$ cat src/sv/rational_arith_unit_top_macros.svh
// Assertion macros for the rational arithmetic unit.
`ifndef RATIONAL_ARITH_UNIT_TOP_MACROS_SVH
`define RATIONAL_ARITH_UNIT_TOP_MACROS_SVH

// Same-cycle implication, disabled while reset is held.
`define RAU_ASSERT_IMP(label, clk, rstn, ante, cons) \
    label: assert property (@(posedge clk) disable iff (!(rstn)) (ante) |-> (cons)) \
        else $error("rau: same-cycle check failed");

// Next-cycle implication, disabled while reset is held.
`define RAU_ASSERT_NXT(label, clk, rstn, ante, cons) \
    label: assert property (@(posedge clk) disable iff (!(rstn)) (ante) |=> (cons)) \
        else $error("rau: next-cycle check failed");

`endif

$ cat src/sv/rau_pkg.sv
// ============================================================================
// rau_pkg
// Types and codes shared by the rational arithmetic unit.
// ============================================================================
package rau_pkg;

    typedef struct packed {
        logic done;
        logic ov;
    } unit_stat_t;

    localparam logic [3:0] FN_MAKE    = 4'd0;
    localparam logic [3:0] FN_ADD     = 4'd1;
    localparam logic [3:0] FN_ADD_INT = 4'd2;
    localparam logic [3:0] FN_MUL     = 4'd3;
    localparam logic [3:0] FN_MUL_INT = 4'd4;
    localparam logic [3:0] FN_POW     = 4'd5;
    localparam logic [3:0] FN_EQ      = 4'd6;
    localparam logic [3:0] FN_NE      = 4'd7;
    localparam logic [3:0] FN_LT      = 4'd8;

    localparam logic [1:0] ERR_NONE     = 2'd0;
    localparam logic [1:0] ERR_ZERO_DEN = 2'd1;
    localparam logic [1:0] ERR_OVERFLOW = 2'd2;

    typedef enum logic [5:0] {
        ST_IDLE, ST_CHECK, ST_WAIT, ST_GCD, ST_GCD_STEP,
        ST_MK0, ST_MK1, ST_MK2, ST_MK3,
        ST_AD0, ST_AD1, ST_AD2, ST_AD3, ST_AD4, ST_AD5, ST_AD6, ST_AD7,
        ST_AI0, ST_AI1, ST_MU0, ST_MU1, ST_MU2, ST_MI0, ST_MI1,
        ST_PW0, ST_PW1, ST_PW2, ST_PW3, ST_PW4, ST_PWEND,
        ST_LT0, ST_LT1, ST_LT2, ST_FIN, ST_OUT
    } state_t;

endpackage

$ cat src/sv/rau_mul.sv
// ============================================================================
// rau_mul
// Shift-add multiplier, one multiplier bit per cycle, with wrap and overflow.
// ============================================================================
module rau_mul #(
    parameter int W = 32
) (
    input  logic                aclk,
    input  logic                aresetn,
    input  logic                start,
    input  logic                uns,
    input  logic [W-1:0]        op_a,
    input  logic [W-1:0]        op_b,
    output logic [W-1:0]        res,
    output logic [2*W-1:0]      mag,
    output logic                neg,
    output rau_pkg::unit_stat_t stat
);
    localparam int CW = $clog2(W);

    logic [2*W-1:0] acc_reg, acc_next;
    logic [W-1:0]   mb_reg, mb_next;
    logic           neg_reg, neg_next;
    logic           busy_reg, busy_next;
    logic           done_reg, done_next;
    logic [CW-1:0]  cnt_reg, cnt_next;
    logic [W-1:0]   a_mag, b_mag;
    logic [W:0]     sum;
    logic [W:0]     hi;

    always_comb begin
        a_mag = (!uns && op_a[W-1]) ? -op_a : op_a;
        b_mag = (!uns && op_b[W-1]) ? -op_b : op_b;
        sum   = {1'b0, acc_reg[2*W-1:W]} + {1'b0, mb_reg};
        acc_next  = acc_reg;
        mb_next   = mb_reg;
        neg_next  = neg_reg;
        busy_next = busy_reg;
        cnt_next  = cnt_reg;
        done_next = 1'b0;
        if (start) begin
            acc_next  = {{W{1'b0}}, a_mag};
            mb_next   = b_mag;
            neg_next  = !uns && (op_a[W-1] != op_b[W-1]);
            busy_next = 1'b1;
            cnt_next  = '0;
        end else if (busy_reg) begin
            // add when the low bit is set, then shift the product right
            acc_next = acc_reg[0] ? {sum, acc_reg[W-1:1]} : {1'b0, acc_reg[2*W-1:1]};
            cnt_next = cnt_reg + 1'b1;
            if (cnt_reg == CW'(W-1)) begin
                busy_next = 1'b0;
                done_next = 1'b1;
            end
        end
    end

    always_ff @(posedge aclk) begin
        acc_reg <= acc_next;
        mb_reg  <= mb_next;
        neg_reg <= neg_next;
        cnt_reg <= cnt_next;
        if (!aresetn) begin
            busy_reg <= 1'b0;
            done_reg <= 1'b0;
        end else begin
            busy_reg <= busy_next;
            done_reg <= done_next;
        end
    end

    always_comb begin
        hi        = acc_reg[2*W-1:W-1];
        mag       = acc_reg;
        neg       = neg_reg;
        res       = neg_reg ? -acc_reg[W-1:0] : acc_reg[W-1:0];
        stat.done = done_reg;
        // limit is 2^(W-1) for a negative product, 2^(W-1)-1 otherwise
        stat.ov   = neg_reg ? ((hi > (W+1)'(1)) || (hi == (W+1)'(1) && |acc_reg[W-2:0]))
                            : (|hi);
    end

endmodule

$ cat src/sv/rau_div.sv
// ============================================================================
// rau_div
// Restoring unsigned divider, one quotient bit per cycle.
// ============================================================================
module rau_div #(
    parameter int W = 32
) (
    input  logic                aclk,
    input  logic                aresetn,
    input  logic                start,
    input  logic [W-1:0]        dividend,
    input  logic [W-1:0]        divisor,
    output logic [W-1:0]        quo,
    output logic [W-1:0]        rem,
    output rau_pkg::unit_stat_t stat
);
    localparam int CW = $clog2(W);

    logic [W-1:0]  rem_reg, rem_next;
    logic [W-1:0]  quo_reg, quo_next;
    logic [W-1:0]  d_reg, d_next;
    logic          busy_reg, busy_next;
    logic          done_reg, done_next;
    logic [CW-1:0] cnt_reg, cnt_next;
    logic [W:0]    sh;
    logic [W+1:0]  diff;
    logic          ge;

    always_comb begin
        sh   = {rem_reg, quo_reg[W-1]};
        diff = {1'b0, sh} - {2'b00, d_reg};
        ge   = !diff[W+1];
        rem_next  = rem_reg;
        quo_next  = quo_reg;
        d_next    = d_reg;
        busy_next = busy_reg;
        cnt_next  = cnt_reg;
        done_next = 1'b0;
        if (start) begin
            rem_next  = '0;
            quo_next  = dividend;
            d_next    = divisor;
            busy_next = 1'b1;
            cnt_next  = '0;
        end else if (busy_reg) begin
            // keep the difference only when it does not borrow
            rem_next = ge ? diff[W-1:0] : sh[W-1:0];
            quo_next = {quo_reg[W-2:0], ge};
            cnt_next = cnt_reg + 1'b1;
            if (cnt_reg == CW'(W-1)) begin
                busy_next = 1'b0;
                done_next = 1'b1;
            end
        end
    end

    always_ff @(posedge aclk) begin
        rem_reg <= rem_next;
        quo_reg <= quo_next;
        d_reg   <= d_next;
        cnt_reg <= cnt_next;
        if (!aresetn) begin
            busy_reg <= 1'b0;
            done_reg <= 1'b0;
        end else begin
            busy_reg <= busy_next;
            done_reg <= done_next;
        end
    end

    always_comb begin
        quo       = quo_reg;
        rem       = rem_reg;
        stat.done = done_reg;
        stat.ov   = 1'b0;
    end

endmodule

$ cat src/sv/rational_arith_unit_top.sv
// ============================================================================
// rational_arith_unit_top
// Rational arithmetic on WORD_BITS-bit two's complement words.
//
// Input channel s_*: one request carries an operation code, two fractions, an
// integer operand and an exponent; it is taken when s_valid and s_ready are
// both high. s_ready is high only while the sequencer is idle: one request is
// worked on at a time. Result channel m_*: numerator, denominator, compare
// flag and error code, held in an output register until m_ready takes them.
// A stalled receiver holds the finished result; the unit still accepts the
// next request and only waits at the end of that one if the register is full.
// One shared shift-add multiplier and one restoring divider, each working one
// bit per cycle (W = WORD_BITS). Unused codes and zero denominators go straight
// to the output, eq and ne use no unit, lt and mul use two multiplies each,
// power up to 22 multiplies, and make and add first run the Euclid gcd loop,
// which takes at most about 1.44 W division steps.
// Reset clears the sequencer and the output valid; no state survives items.
// ============================================================================
`include "rational_arith_unit_top_macros.svh"

module rational_arith_unit_top #(
    parameter int WORD_BITS = 32
) (
    input  logic               aclk,
    input  logic               aresetn,
    input  logic               s_valid,
    output logic               s_ready,
    input  logic [3:0]         s_func,
    input  logic signed [31:0] s_a_num,
    input  logic signed [31:0] s_a_den,
    input  logic signed [31:0] s_b_num,
    input  logic [30:0]        s_b_den,
    input  logic signed [31:0] s_int_operand,
    input  logic signed [6:0]  s_exponent,
    output logic               m_valid,
    input  logic               m_ready,
    output logic signed [31:0] m_res_num,
    output logic signed [31:0] m_res_den,
    output logic               m_compare_true,
    output logic [1:0]         m_error_code
);
    localparam int W  = WORD_BITS;
    localparam int PW = 2 * W;
    localparam logic [W-1:0] W_MIN = {1'b1, {(W-1){1'b0}}};
    localparam logic [W-1:0] W_ONE = W'(1);

    // sequencer state
    rau_pkg::state_t state_reg, state_next;
    rau_pkg::state_t ret_reg, ret_next;
    rau_pkg::state_t gret_reg, gret_next;

    // captured request
    logic [W-1:0] an_reg, an_next, ad_reg, ad_next, bn_reg, bn_next;
    logic [W-1:0] bd_reg, bd_next, iv_reg, iv_next;
    logic [3:0]   func_reg, func_next;
    logic         eneg_reg, eneg_next;
    logic [6:0]   k_reg, k_next;

    // working registers
    logic [W-1:0] rn_reg, rn_next, rd_reg, rd_next;
    logic [W-1:0] x_reg, x_next, y_reg, y_next, g_reg, g_next;
    logic [W-1:0] fa_reg, fa_next, fb_reg, fb_next;
    logic [W-1:0] t_reg, t_next, base_reg, base_next;
    logic [6:0]   kk_reg, kk_next;
    logic         phase_reg, phase_next;
    logic         ov_reg, ov_next, cmp_reg, cmp_next;
    logic [1:0]   err_reg, err_next;
    logic signed [PW:0] lhs_reg, lhs_next;

    // output register
    logic               m_valid_reg, m_valid_next;
    logic signed [31:0] m_num_reg, m_num_next, m_den_reg, m_den_next;
    logic               m_cmp_reg, m_cmp_next;
    logic [1:0]         m_err_reg, m_err_next;

    // shared units
    logic                mul_start, mul_uns, mul_neg;
    logic [W-1:0]        mul_a, mul_b, mul_res;
    logic [PW-1:0]       mul_mag;
    rau_pkg::unit_stat_t mul_stat;
    logic                div_start;
    logic [W-1:0]        div_n, div_d, div_q, div_r;
    rau_pkg::unit_stat_t div_stat;
    logic                unit_done;

    // input conditioning
    logic signed [W-1:0] an_in, ad_in, bn_in, bd_in, iv_in;
    logic                in_ov;
    logic [6:0]          k_in;

    // helpers
    logic [W-1:0] an_mag, ad_mag, bd_mag, rn_mag, rd_mag;
    logic [W-1:0] sa_val, sb_val, q_rn, q_rd;
    logic         sa_ov, sb_ov;
    logic [W-1:0] sum_ai, sum_ad;
    logic         ov_ai, ov_ad;
    logic signed [PW:0] prod_s;
    logic         lt_cmp, flip;
    logic signed [31:0] rn_lo, rd_lo;
    logic         fits;
    logic         bad_func, uses_b, zero_den, out_free;

    rau_mul #(.W(W)) u_mul (
        .aclk(aclk), .aresetn(aresetn), .start(mul_start), .uns(mul_uns),
        .op_a(mul_a), .op_b(mul_b), .res(mul_res), .mag(mul_mag),
        .neg(mul_neg), .stat(mul_stat)
    );

    rau_div #(.W(W)) u_div (
        .aclk(aclk), .aresetn(aresetn), .start(div_start),
        .dividend(div_n), .divisor(div_d), .quo(div_q), .rem(div_r),
        .stat(div_stat)
    );

    assign unit_done = mul_stat.done | div_stat.done;

    // Wrap the 32-bit fields to the word; flag any that do not fit.
    always_comb begin
        an_in = W'(s_a_num);
        ad_in = W'(s_a_den);
        bn_in = W'(s_b_num);
        bd_in = W'(s_b_den);
        iv_in = W'(s_int_operand);
        in_ov = (32'(an_in) != s_a_num) || (32'(ad_in) != s_a_den) ||
                (32'(bn_in) != s_b_num) || (32'(iv_in) != s_int_operand) ||
                (32'(bd_in) != {1'b0, s_b_den});
        k_in  = s_exponent[6] ? (~s_exponent + 7'd1) : s_exponent;
    end

    always_comb begin
        an_mag = an_reg[W-1] ? -an_reg : an_reg;
        ad_mag = ad_reg[W-1] ? -ad_reg : ad_reg;
        bd_mag = bd_reg[W-1] ? -bd_reg : bd_reg;
        rn_mag = rn_reg[W-1] ? -rn_reg : rn_reg;
        rd_mag = rd_reg[W-1] ? -rd_reg : rd_reg;
        // scale factors for add carry the sign of the other denominator
        sa_val = ad_reg[W-1] ? -fb_reg : fb_reg;
        sb_val = bd_reg[W-1] ? -fa_reg : fa_reg;
        sa_ov  = ad_reg[W-1] ? (fb_reg[W-1] && |fb_reg[W-2:0]) : fb_reg[W-1];
        sb_ov  = bd_reg[W-1] ? (fa_reg[W-1] && |fa_reg[W-2:0]) : fa_reg[W-1];
        q_rn   = rn_reg[W-1] ? -div_q : div_q;
        q_rd   = rd_reg[W-1] ? -div_q : div_q;
        sum_ai = mul_res + an_reg;
        ov_ai  = (mul_res[W-1] == an_reg[W-1]) && (sum_ai[W-1] != mul_res[W-1]);
        sum_ad = t_reg + mul_res;
        ov_ad  = (t_reg[W-1] == mul_res[W-1]) && (sum_ad[W-1] != t_reg[W-1]);
        prod_s = mul_neg ? -$signed({1'b0, mul_mag}) : $signed({1'b0, mul_mag});
        flip   = ad_reg[W-1] != bd_reg[W-1];
        lt_cmp = flip ? (lhs_reg > prod_s) : (lhs_reg < prod_s);
        rn_lo  = 32'(signed'(rn_reg));
        rd_lo  = 32'(signed'(rd_reg));
        fits   = (W'(rn_lo) == rn_reg) && (W'(rd_lo) == rd_reg);
        bad_func = func_reg > rau_pkg::FN_LT;
        uses_b   = func_reg inside {rau_pkg::FN_ADD, rau_pkg::FN_MUL, rau_pkg::FN_EQ,
                                    rau_pkg::FN_NE, rau_pkg::FN_LT};
        zero_den = (ad_reg == '0) || (uses_b && bd_reg == '0) ||
                   (func_reg == rau_pkg::FN_POW && eneg_reg && an_reg == '0);
        out_free = !m_valid_reg || m_ready;
    end

    // Next state. Action states start a unit and park in ST_WAIT with the
    // state to resume in; the Euclid loop returns to gret_reg.
    always_comb begin
        state_next = state_reg;
        ret_next   = ret_reg;
        gret_next  = gret_reg;
        unique case (state_reg)
            rau_pkg::ST_IDLE: begin
                if (s_valid) state_next = rau_pkg::ST_CHECK;
            end
            rau_pkg::ST_CHECK: begin
                if (bad_func || zero_den) begin
                    state_next = rau_pkg::ST_OUT;
                end else begin
                    case (func_reg)
                        rau_pkg::FN_MAKE:    state_next = rau_pkg::ST_MK0;
                        rau_pkg::FN_ADD:     state_next = rau_pkg::ST_AD0;
                        rau_pkg::FN_ADD_INT: state_next = rau_pkg::ST_AI0;
                        rau_pkg::FN_MUL:     state_next = rau_pkg::ST_MU0;
                        rau_pkg::FN_MUL_INT: state_next = rau_pkg::ST_MI0;
                        rau_pkg::FN_POW:     state_next = rau_pkg::ST_PW0;
                        rau_pkg::FN_LT:      state_next = rau_pkg::ST_LT0;
                        default:             state_next = rau_pkg::ST_FIN;
                    endcase
                end
            end
            rau_pkg::ST_WAIT: begin
                if (unit_done) state_next = ret_reg;
            end
            rau_pkg::ST_GCD: begin
                if (y_reg == '0) begin
                    state_next = gret_reg;
                end else begin
                    state_next = rau_pkg::ST_WAIT;
                    ret_next   = rau_pkg::ST_GCD_STEP;
                end
            end
            rau_pkg::ST_GCD_STEP: state_next = rau_pkg::ST_GCD;
            rau_pkg::ST_MK0: begin
                state_next = rau_pkg::ST_GCD;
                gret_next  = rau_pkg::ST_MK1;
            end
            rau_pkg::ST_MK1: begin
                state_next = rau_pkg::ST_WAIT;
                ret_next   = rau_pkg::ST_MK2;
            end
            rau_pkg::ST_MK2: begin
                state_next = rau_pkg::ST_WAIT;
                ret_next   = rau_pkg::ST_MK3;
            end
            rau_pkg::ST_MK3: state_next = rau_pkg::ST_FIN;
            rau_pkg::ST_AD0: begin
                state_next = rau_pkg::ST_GCD;
                gret_next  = rau_pkg::ST_AD1;
            end
            rau_pkg::ST_AD1: begin
                state_next = rau_pkg::ST_WAIT;
                ret_next   = rau_pkg::ST_AD2;
            end
            rau_pkg::ST_AD2: begin
                state_next = rau_pkg::ST_WAIT;
                ret_next   = rau_pkg::ST_AD3;
            end
            rau_pkg::ST_AD3: begin
                state_next = rau_pkg::ST_WAIT;
                ret_next   = rau_pkg::ST_AD4;
            end
            rau_pkg::ST_AD4: state_next = rau_pkg::ST_AD5;
            rau_pkg::ST_AD5: begin
                state_next = rau_pkg::ST_WAIT;
                ret_next   = rau_pkg::ST_AD6;
            end
            rau_pkg::ST_AD6: begin
                state_next = rau_pkg::ST_WAIT;
                ret_next   = rau_pkg::ST_AD7;
            end
            rau_pkg::ST_AD7: state_next = rau_pkg::ST_FIN;
            rau_pkg::ST_AI0: begin
                state_next = rau_pkg::ST_WAIT;
                ret_next   = rau_pkg::ST_AI1;
            end
            rau_pkg::ST_AI1: state_next = rau_pkg::ST_FIN;
            rau_pkg::ST_MU0: begin
                state_next = rau_pkg::ST_WAIT;
                ret_next   = rau_pkg::ST_MU1;
            end
            rau_pkg::ST_MU1: begin
                state_next = rau_pkg::ST_WAIT;
                ret_next   = rau_pkg::ST_MU2;
            end
            rau_pkg::ST_MU2: state_next = rau_pkg::ST_FIN;
            rau_pkg::ST_MI0: begin
                state_next = rau_pkg::ST_WAIT;
                ret_next   = rau_pkg::ST_MI1;
            end
            rau_pkg::ST_MI1: state_next = rau_pkg::ST_FIN;
            rau_pkg::ST_PW0: state_next = rau_pkg::ST_PW1;
            rau_pkg::ST_PW1: begin
                if (kk_reg == '0) begin
                    state_next = rau_pkg::ST_PWEND;
                end else if (kk_reg[0]) begin
                    state_next = rau_pkg::ST_WAIT;
                    ret_next   = rau_pkg::ST_PW2;
                end else begin
                    state_next = rau_pkg::ST_PW3;
                end
            end
            rau_pkg::ST_PW2: state_next = rau_pkg::ST_PW3;
            rau_pkg::ST_PW3: begin
                if (kk_reg[6:1] != '0) begin
                    state_next = rau_pkg::ST_WAIT;
                    ret_next   = rau_pkg::ST_PW4;
                end else begin
                    state_next = rau_pkg::ST_PW1;
                end
            end
            rau_pkg::ST_PW4: state_next = rau_pkg::ST_PW1;
            rau_pkg::ST_PWEND: begin
                state_next = phase_reg ? rau_pkg::ST_FIN : rau_pkg::ST_PW1;
            end
            rau_pkg::ST_LT0: begin
                state_next = rau_pkg::ST_WAIT;
                ret_next   = rau_pkg::ST_LT1;
            end
            rau_pkg::ST_LT1: begin
                state_next = rau_pkg::ST_WAIT;
                ret_next   = rau_pkg::ST_LT2;
            end
            rau_pkg::ST_LT2: state_next = rau_pkg::ST_FIN;
            rau_pkg::ST_FIN: state_next = rau_pkg::ST_OUT;
            rau_pkg::ST_OUT: begin
                if (out_free) state_next = rau_pkg::ST_IDLE;
            end
            default: state_next = rau_pkg::ST_IDLE;
        endcase
    end

    // Sequencer outputs: handshake and unit operands.
    always_comb begin
        s_ready   = (state_reg == rau_pkg::ST_IDLE);
        mul_start = 1'b0;
        mul_uns   = 1'b0;
        mul_a     = an_reg;
        mul_b     = bn_reg;
        div_start = 1'b0;
        div_n     = x_reg;
        div_d     = y_reg;
        unique case (state_reg)
            rau_pkg::ST_GCD: div_start = (y_reg != '0);
            rau_pkg::ST_MK1: begin
                div_start = 1'b1;
                div_n     = rn_mag;
                div_d     = g_reg;
            end
            rau_pkg::ST_MK2: begin
                div_start = 1'b1;
                div_n     = rd_mag;
                div_d     = g_reg;
            end
            rau_pkg::ST_AD1: begin
                div_start = 1'b1;
                div_n     = ad_mag;
                div_d     = g_reg;
            end
            rau_pkg::ST_AD2: begin
                div_start = 1'b1;
                div_n     = bd_mag;
                div_d     = g_reg;
            end
            rau_pkg::ST_AD3: begin
                mul_start = 1'b1;
                mul_uns   = 1'b1;
                mul_a     = fa_reg;
                mul_b     = bd_mag;
            end
            rau_pkg::ST_AD5: begin
                mul_start = 1'b1;
                mul_b     = fb_reg;
            end
            rau_pkg::ST_AD6: begin
                mul_start = 1'b1;
                mul_a     = bn_reg;
                mul_b     = fa_reg;
            end
            rau_pkg::ST_AI0: begin
                mul_start = 1'b1;
                mul_a     = iv_reg;
                mul_b     = ad_reg;
            end
            rau_pkg::ST_MU0: mul_start = 1'b1;
            rau_pkg::ST_MU1: begin
                mul_start = 1'b1;
                mul_a     = ad_reg;
                mul_b     = bd_reg;
            end
            rau_pkg::ST_MI0: begin
                mul_start = 1'b1;
                mul_b     = iv_reg;
            end
            rau_pkg::ST_PW1: begin
                mul_start = (kk_reg != '0) && kk_reg[0];
                mul_a     = t_reg;
                mul_b     = base_reg;
            end
            rau_pkg::ST_PW3: begin
                mul_start = (kk_reg[6:1] != '0);
                mul_a     = base_reg;
                mul_b     = base_reg;
            end
            rau_pkg::ST_LT0: begin
                mul_start = 1'b1;
                mul_b     = bd_reg;
            end
            rau_pkg::ST_LT1: begin
                mul_start = 1'b1;
                mul_a     = bn_reg;
                mul_b     = ad_reg;
            end
            default: ;
        endcase
    end

    // Datapath next values.
    always_comb begin
        an_next = an_reg;  ad_next = ad_reg;  bn_next = bn_reg;
        bd_next = bd_reg;  iv_next = iv_reg;  func_next = func_reg;
        eneg_next = eneg_reg;  k_next = k_reg;
        rn_next = rn_reg;  rd_next = rd_reg;
        x_next = x_reg;  y_next = y_reg;  g_next = g_reg;
        fa_next = fa_reg;  fb_next = fb_reg;
        t_next = t_reg;  base_next = base_reg;  kk_next = kk_reg;
        phase_next = phase_reg;  ov_next = ov_reg;  cmp_next = cmp_reg;
        err_next = err_reg;  lhs_next = lhs_reg;
        case (state_reg)
            rau_pkg::ST_IDLE: begin
                if (s_valid) begin
                    an_next   = an_in;
                    ad_next   = ad_in;
                    bn_next   = bn_in;
                    bd_next   = bd_in;
                    iv_next   = iv_in;
                    func_next = s_func;
                    eneg_next = s_exponent[6];
                    k_next    = k_in;
                    ov_next   = in_ov;
                end
            end
            rau_pkg::ST_CHECK: begin
                rn_next  = '0;
                rd_next  = '0;
                cmp_next = 1'b0;
                err_next = rau_pkg::ERR_NONE;
                if (bad_func) begin
                    err_next = rau_pkg::ERR_NONE;
                end else if (zero_den) begin
                    err_next = rau_pkg::ERR_ZERO_DEN;
                end else if (func_reg == rau_pkg::FN_EQ) begin
                    cmp_next = (an_reg == bn_reg) && (ad_reg == bd_reg);
                end else if (func_reg == rau_pkg::FN_NE) begin
                    cmp_next = (an_reg != bn_reg) || (ad_reg != bd_reg);
                end
            end
            rau_pkg::ST_WAIT: begin
                // products of lt are exact and never overflow
                if (mul_stat.done && func_reg != rau_pkg::FN_LT)
                    ov_next = ov_reg | mul_stat.ov;
            end
            rau_pkg::ST_GCD: begin
                if (y_reg == '0) g_next = (x_reg == '0) ? W_ONE : x_reg;
            end
            rau_pkg::ST_GCD_STEP: begin
                x_next = y_reg;
                y_next = div_r;
            end
            rau_pkg::ST_MK0: begin
                // move the sign into the numerator
                if (ad_reg[W-1]) begin
                    rn_next = -an_reg;
                    rd_next = -ad_reg;
                    ov_next = ov_reg | (an_reg == W_MIN) | (ad_reg == W_MIN);
                end else begin
                    rn_next = an_reg;
                    rd_next = ad_reg;
                end
                x_next = an_mag;
                y_next = ad_mag;
            end
            rau_pkg::ST_MK2: rn_next = q_rn;
            rau_pkg::ST_MK3: rd_next = (rn_reg == '0) ? W_ONE : q_rd;
            rau_pkg::ST_AD0: begin
                x_next = ad_mag;
                y_next = bd_mag;
            end
            rau_pkg::ST_AD2: fa_next = div_q;
            rau_pkg::ST_AD3: fb_next = div_q;
            rau_pkg::ST_AD4: begin
                rd_next = mul_res;
                fb_next = sa_val;
                fa_next = sb_val;
                ov_next = ov_reg | sa_ov | sb_ov;
            end
            rau_pkg::ST_AD6: t_next = mul_res;
            rau_pkg::ST_AD7: begin
                rn_next = sum_ad;
                ov_next = ov_reg | ov_ad;
            end
            rau_pkg::ST_AI1: begin
                rn_next = sum_ai;
                rd_next = ad_reg;
                ov_next = ov_reg | ov_ai;
            end
            rau_pkg::ST_MU1: rn_next = mul_res;
            rau_pkg::ST_MU2: rd_next = mul_res;
            rau_pkg::ST_MI1: begin
                rn_next = mul_res;
                rd_next = ad_reg;
            end
            rau_pkg::ST_PW0: begin
                base_next  = eneg_reg ? ad_reg : an_reg;
                t_next     = W_ONE;
                kk_next    = k_reg;
                phase_next = 1'b0;
            end
            rau_pkg::ST_PW2: t_next = mul_res;
            rau_pkg::ST_PW3: kk_next = {1'b0, kk_reg[6:1]};
            rau_pkg::ST_PW4: base_next = mul_res;
            rau_pkg::ST_PWEND: begin
                if (!phase_reg) begin
                    rn_next    = t_reg;
                    phase_next = 1'b1;
                    base_next  = eneg_reg ? an_reg : ad_reg;
                    t_next     = W_ONE;
                    kk_next    = k_reg;
                end else begin
                    rd_next = t_reg;
                end
            end
            rau_pkg::ST_LT1: lhs_next = prod_s;
            rau_pkg::ST_LT2: cmp_next = lt_cmp;
            rau_pkg::ST_FIN: begin
                err_next = (ov_reg || !fits) ? rau_pkg::ERR_OVERFLOW : rau_pkg::ERR_NONE;
            end
            default: ;
        endcase
    end

    // Output register: load when free, drop valid once taken.
    always_comb begin
        m_valid_next = m_valid_reg;
        m_num_next   = m_num_reg;
        m_den_next   = m_den_reg;
        m_cmp_next   = m_cmp_reg;
        m_err_next   = m_err_reg;
        if (m_valid_reg && m_ready) m_valid_next = 1'b0;
        if (state_reg == rau_pkg::ST_OUT && out_free) begin
            m_valid_next = 1'b1;
            m_num_next   = rn_lo;
            m_den_next   = rd_lo;
            m_cmp_next   = cmp_reg;
            m_err_next   = err_reg;
        end
    end

    always_ff @(posedge aclk) begin
        an_reg <= an_next;  ad_reg <= ad_next;  bn_reg <= bn_next;
        bd_reg <= bd_next;  iv_reg <= iv_next;  func_reg <= func_next;
        eneg_reg <= eneg_next;  k_reg <= k_next;
        rn_reg <= rn_next;  rd_reg <= rd_next;
        x_reg <= x_next;  y_reg <= y_next;  g_reg <= g_next;
        fa_reg <= fa_next;  fb_reg <= fb_next;
        t_reg <= t_next;  base_reg <= base_next;  kk_reg <= kk_next;
        phase_reg <= phase_next;  ov_reg <= ov_next;  cmp_reg <= cmp_next;
        err_reg <= err_next;  lhs_reg <= lhs_next;
        m_num_reg <= m_num_next;  m_den_reg <= m_den_next;
        m_cmp_reg <= m_cmp_next;  m_err_reg <= m_err_next;
        if (!aresetn) begin
            state_reg   <= rau_pkg::ST_IDLE;
            ret_reg     <= rau_pkg::ST_IDLE;
            gret_reg    <= rau_pkg::ST_IDLE;
            m_valid_reg <= 1'b0;
        end else begin
            state_reg   <= state_next;
            ret_reg     <= ret_next;
            gret_reg    <= gret_next;
            m_valid_reg <= m_valid_next;
        end
    end

    assign m_valid        = m_valid_reg;
    assign m_res_num      = m_num_reg;
    assign m_res_den      = m_den_reg;
    assign m_compare_true = m_cmp_reg;
    assign m_error_code   = m_err_reg;

    `RAU_ASSERT_IMP(a_err_legal, aclk, aresetn, m_valid,
        m_error_code == rau_pkg::ERR_NONE || m_error_code == rau_pkg::ERR_ZERO_DEN ||
        m_error_code == rau_pkg::ERR_OVERFLOW)
    `RAU_ASSERT_IMP(a_zero_den_fields, aclk, aresetn,
        m_valid && m_error_code == rau_pkg::ERR_ZERO_DEN,
        m_res_num == 32'sd0 && m_res_den == 32'sd0 && !m_compare_true)
    `RAU_ASSERT_IMP(a_cmp_fields_zero, aclk, aresetn, m_valid && m_compare_true,
        m_res_num == 32'sd0 && m_res_den == 32'sd0)
    `RAU_ASSERT_NXT(a_accept_to_check, aclk, aresetn, s_valid && s_ready,
        state_reg == rau_pkg::ST_CHECK)

endmodule
$ cat config.mk
export PLATFORM = sky130hd
export DESIGN_NAME = rational_arith_unit_top
export DESIGN_NICKNAME = d
export VERILOG_FILES = /design/src/sv/rau_pkg.sv /design/src/sv/rau_mul.sv /design/src/sv/rau_div.sv /design/src/sv/rational_arith_unit_top.sv
export VERILOG_INCLUDE_DIRS = /design/src /design/src/sv
export SDC_FILE = /design/constraint.sdc
export NUM_CORES = 2
export LEC_CHECK = 0
export ABC_AREA = 1
export BUFFER_PORTS_ARGS = -buffer_cell sky130_fd_sc_hd__buf_2
export CAP_MARGIN = 10
export CELL_PAD_IN_SITES_DETAIL_PLACEMENT = 1
export CELL_PAD_IN_SITES_GLOBAL_PLACEMENT = 1
export CORE_UTILIZATION = 34
export DETAILED_ROUTE_END_ITERATION = 10
export HOLD_SLACK_MARGIN = 0.08
export PLACE_DENSITY_LB_ADDON = 0.08
export SLEW_MARGIN = 20
export SYNTH_ARGS = -nofsm -noshare
export SYNTH_HDL_FRONTEND = slang
export SYNTH_SLANG_ARGS = --single-unit
$ cat constraint.sdc
create_clock -name aclk -period 12.95 [get_ports aclk]
set_clock_uncertainty 0.2 [all_clocks]
set_input_delay 1.295 -clock aclk [delete_from_list [all_inputs] [get_ports aclk]]
set_output_delay 1.295 -clock aclk [all_outputs]
set_load 0.01 [all_outputs]
After elaboration in Yosys (flattened, before gate mapping). Cells that the tools add are included.

Add/subtract/negate cells: 17. $mul: 0. Div/mod/pow operators: 0. Magnitude comparators: 4. Equality and inequality tests: 69. Shift-type cells: 0. Muxes and demuxes: 87. Bitwise logic cells: 13. Reductions and logical operators: 85.

Operators with widths (number): 32-bit two-way mux (25); 32-bit case mux with 6 select lines (3); 32-bit case mux with 3 select lines (4); 32-bit negation (9); 32-bit case mux with 7 select lines (1); 32-bit logical NOT (6); 32-bit case mux with 4 select lines (1); 6-bit by 5-bit equality test with 1-bit output (second input constant) (16); 6-bit case mux with 16 select lines (1); 6-bit case mux with 15 select lines (1); 6-bit two-way mux (11); 65-bit > comparator (1); 65-bit less-than comparator (1); 65-bit two-way mux (1); 64-bit negation with 65-bit output (1); 32-bit adder (2); 32-bit equality test (second input constant) (2); 64-bit two-way mux (1); 32-bit case mux with 2 select lines (1); 31-bit OR reduction (2); 6-bit by 4-bit equality test with 1-bit output (second input constant) (8); 6-bit case mux with 7 select lines (1); 33-bit by 32-bit subtractor with 34-bit output (1); 32-bit by 32-bit adder with 33-bit output (1); other kinds (59) (174).

Register bits: 829. Bits in latches: 0. Memory bits (writable): 0. Memory bits (read-only): 0. Memories kept: 0.

Logic depth before layout (Yosys ltp).
Depth in word-level cells: 8. Gate-level depth with buffers: 31.

Cells and area by module. A second synthesis with hierarchy kept.

Cells, all modules: 7574. Area total of the unflattened synthesis: 58145.8 µm².

Modules (own cells, without submodules): rational_arith_unit_top (times used 1, cells each 5188, area each 42144.2 µm²); rau_mul (times used 1, cells each 1391, area each 9116.2 µm²); rau_div (times used 1, cells each 995, area each 6885.4 µm²).

Worst setup path after synthesis. No wires, ideal clock.

Path kind: register to register. Start: register state_reg[0]. End: register ad_reg[0] (enable). Library setup time: 0.704 ns. Data arrival time: 8.501 ns. Data required time: 12.046 ns. Path slack: 3.545 ns. Stages on the path, launching flop included: 7. Path buffers: 1. Period minus slack after synthesis: 9.405 ns. Cell sequence: dfxtp_1 nor2_2 clkbuf_1 nand2_1 nor2_1 inv_1 nor2_1.

Word-level cells in the longest chain between the ends: 2.

RTL lines: start, declared (line rational_arith_unit_top.sv:48) `rau_pkg::state_t state_reg, state_next;`; start signal, assigned (line rational_arith_unit_top.sv:537) `state_reg <= rau_pkg::ST_IDLE;`; start signal, assigned (line rational_arith_unit_top.sv:542) `state_reg <= state_next;`; 6-bit logical NOT; via s_ready (line rational_arith_unit_top.sv:27) `output logic s_ready,`; 2-bit AND reduction (no line); end signal, assigned (line rational_arith_unit_top.sv:525) `an_reg <= an_next; ad_reg <= ad_next; bn_reg <= bn_next;`; end, declared (line rational_arith_unit_top.sv:53) `logic [W-1:0] an_reg, an_next, ad_reg, ad_next, bn_reg, bn_next;`.

The timed path passes the listed nets, and every way through them passes these cells. A chain may end at the register's enable or synchronous reset.

Worst setup path after layout.
Start: register u_mul.acc_reg[0] (netlist: u_mul.mag[0]). End: register cmp_reg, data pin.

Word-level cells in the longest chain between the ends: 5.

RTL lines: start, declared (line rau_mul.sv:21) `logic [2*W-1:0] acc_reg, acc_next;`; start signal, assigned (line rau_mul.sv:59) `acc_reg <= acc_next;`; 64-bit negation with 65-bit output * (line rational_arith_unit_top.sv:147) `prod_s = mul_neg ? -$signed({1'b0, mul_mag}) : $signed({1'b0, mul_mag});`; 65-bit two-way mux * (line rational_arith_unit_top.sv:147); via prod_s[59] (line rational_arith_unit_top.sv:97) `logic signed [PW:0] prod_s;`; 65-bit less-than comparator or 65-bit > comparator (tied branches) (line rational_arith_unit_top.sv:149) `lt_cmp = flip ? (lhs_reg > prod_s) : (lhs_reg < prod_s);`; 1-bit two-way mux * (line rational_arith_unit_top.sv:149); 1-bit case mux with 2 select lines * (line rational_arith_unit_top.sv:394) `case (state_reg)`; via cmp_next (line rational_arith_unit_top.sv:66) `logic ov_reg, ov_next, cmp_reg, cmp_next;`; end signal, assigned (line rational_arith_unit_top.sv:532) `phase_reg <= phase_next; ov_reg <= ov_next; cmp_reg <= cmp_next;`; end, declared (line rational_arith_unit_top.sv:66).

The timed path passes the listed nets; every way through them passes the cells marked *.

==> impl_metrics.tcl <==
set metrics [dict create \
    status "completed" \
    n_fill_cell 20429 \
    syn_nets 7989 \
    reg2reg_depth 30 \
    dr.pass1.iters 7 \
    peakVddDrop_mv 0.165 \
    fp.dieW_um 412 \
    routed_wl_um 375000 \
    areaGrowthSynthToFinish_pct 13.8 \
    fin_nets 8179 \
    p_leak_uw 0.0271 \
    p_per_area_mw_per_mm2 184 \
    clk_pin_slew_ns 0.06 \
    fmax_mhz 155 \
    path_delay_family "simple AND/OR/NAND/NOR gates" \
    place.port_buffers 242 \
    htree_levels 3 \
    maxSlewHeadroom_pct 12.2 \
    grt_pass1_wl_um 500000 \
    cpPeakStageDelay_ns 0.66 \
    path_class "reg2reg" \
    reg2reg_slack_ns 6.51 \
    drive_above_1_share_pct 8.95 \
    slowest_stage "inv_2" \
    utilization_pct 39.0 \
    cap_violations 0 \
    hold_viol_final 0 \
    dp_hpwl_um 297000 \
    io_pins 243 \
    hp-class "reg2reg" \
    cts_root_buffer "clkbuf_16" \
    worstHoldEndpoint "m_error_code[1]" \
    critPathMaxFanout 35 \
    synthDominantCellAreaShare_pct 38.4 \
    gp_congestion 1.06 \
    seqCellArea_mm2 0.0239 \
    timing.rr.end "cmp_reg" \
    synth_area_per_cell_um2 7.54 \
    dp_slack_ns 6.69 \
    largest_register_ffs 65 \
    holdBufCountCts 0 \
    arrival_ns 6.78 \
    postRouteAntennaNets 0 \
    cts_buffers 103 \
    wl_per_cell_um 37.1 \
    crit_required_ns 13.29 \
    fin_ws_ns 6.51 \
    min_from "err_reg[1]" \
    setup_viol 0 \
    ys_types 58 \
    clk_path_buf_depth 3 \
    cts_tree "done" \
    ys.flop_type "edfxtp_1" \
    fp.dieH_um 412 \
    drtIter0Drc 9624 \
    via_per_inst 6.19 \
    clock_latency_ns 0.82 \
    synth_edf_count 732 \
    synthCells 7595 \
    crit_path_end_kind "register" \
    grt_usage_pct 43.1 \
    ctsResizeCount 0 \
    worstSetupPathDepth 30 \
    async_flop_share_pct 0 \
    row_count 150 \
    yosys-top-cells-area "edfxtp_1 (38%), nand2_1 (13%), nor2_1 (5.5%), inv_1 (5.4%), ha_1 (4.7%)" \
    drc 0 \
    seq_area_frac_synth_pct 41.7 \
    synth_area_leader_cell "edfxtp_1" \
    rr_startpoint "u_mul.mag[0]" \
    yosysMostFrequentCell "nand2_1" \
    synth_area_mm2 0.0572 \
    initial_core_util_pct 34.2 \
    whs_path_depth 0 \
    cpMostUsedCell "nand2_1" \
    dieArea_mm2 0.170 \
    vias 62529 \
    cts_sinks 826 \
    timing.critical_path.buf_inv 3 \
    rsz0062_at_grt "no" \
    core_area_mm2 0.167 \
    yosys_warnings 0 \
    grt_pass1_vias 58108 \
    finalCriticalPeriod_ns 6.44 \
    drv_slew 0 \
    antenna_found_initial 43 \
    grt.overflow.total 0 \
    fin_setup_tns_ns 0 \
    multi_input_area_mm2 0.0291 \
    synth-seq-cells 826 \
    startpoint_type "register" \
    tightest_slew_ns 1.32 \
    grt_max_degree 69 \
    postCtsSetupBuffers 0 \
    fin_crit_sh_pct 49.7 \
    synthTopCellsByCount "nand2_1 (1921), nor2_1 (835), inv_1 (816)" \
]
## stage by stage
stage          std cells  total power, uW  cell area [um^2]  hold slack, ns
3_5_place_dp        9883             8470             61300           0.206
5_1_grt            10080            12300             65100           0.234
4_1_cts            10077            11700             65100           0.221
3_3_place_gp        9883             8440             61300           0.204
6_report           10101            12000             65100           0.222
2_1_floorplan       7595             6230             57200           0.200
## report_power, final
part	internal, uW	switching, uW	leakage (uW)
Sequential	3440	883	0.00759
Clock	1910	1350	0.00179
Combinational	1100	3320	0.0177
Total	6450	5550	0.0271
## worst reg2reg max path: cells and delay by family, from the launching register on
family,cells,cell delay [ns]
AND/OR/NAND/NOR,26,4.35
buffers and inverters,3,0.85
flip-flops,1,0.48
adder cells (fa/ha/maj),1,0.29
## worst max path at each step
stage                       startpoint        end  slack [ns]
after floorplan           state_reg[0]  ad_reg[0]        3.55
final                     u_mul.mag[0]    cmp_reg        6.51
after CTS                 u_mul.mag[0]    cmp_reg        6.67
after global placement    u_mul.mag[0]    cmp_reg        6.68
after global routing      u_mul.mag[0]    cmp_reg        6.07
after detailed placement  u_mul.mag[0]    cmp_reg        6.69
## per-layer routing
layer	vias up	wire (um)	track usage [%]	share of wire [%]
li1	26264	-	-	-
met1	31176	159000	60.5	42
met2	4201	145000	57.5	39
met3	860	49500	14.8	13
met4	28	22100	22.0	5.9
met5	-	187	0	0.050
## area by class of cell
class / instances / area share, %
multi-input combinational: 5604 / 44.7
clock buffer: 132 / 4.38
timing repair buffer: 406 / 3.78
antenna: 23 / 0.0884
sequential: 826 / 36.6
clock inverter: 62 / 1.34
inverter: 844 / 4.87
tap: 2204 / 4.23
## cell usage in the layout, fill, tap and decap left out, types with 28 or more instances in the layout
cell	synthesis	routed
xor2_1	200	198
nor4_1	86	85
nor2_2	21	33
nor3_1	123	122
edfxtp_1	732	732
nand4_1	154	154
nand3_1	488	487
o221ai_1	33	33
clkbuf_16	0	109
buf_4	6	162
ha_1	216	216
buf_2	31	242
a21oi_1	420	419
o22ai_1	48	48
nor2_1	835	819
xnor2_1	54	54
o211ai_1	126	126
nand2_1	1921	1919
o21ai_0	526	521
o2111ai_1	42	42
inv_1	816	814
or2_2	31	31
dfxtp_1	94	94
o21ai_1	26	28
## cells by family (layout without fill, tap and decap cells)
| kind of cell | Yosys count | after routing | synth area share, % |
|---|---|---|---|
| buf+inv | 1165 | 1444 | 7.76 |
| other cells | 0 | 23 | 0 |
| compound gates | 1416 | 1416 | 14.4 |
| simple gates | 3714 | 3714 | 27.4 |
| fa+ha+maj | 220 | 220 | 4.86 |
| flops | 826 | 826 | 41.7 |
| xor+xnor | 254 | 254 | 3.89 |
Power figures use the tool's default switching activity.
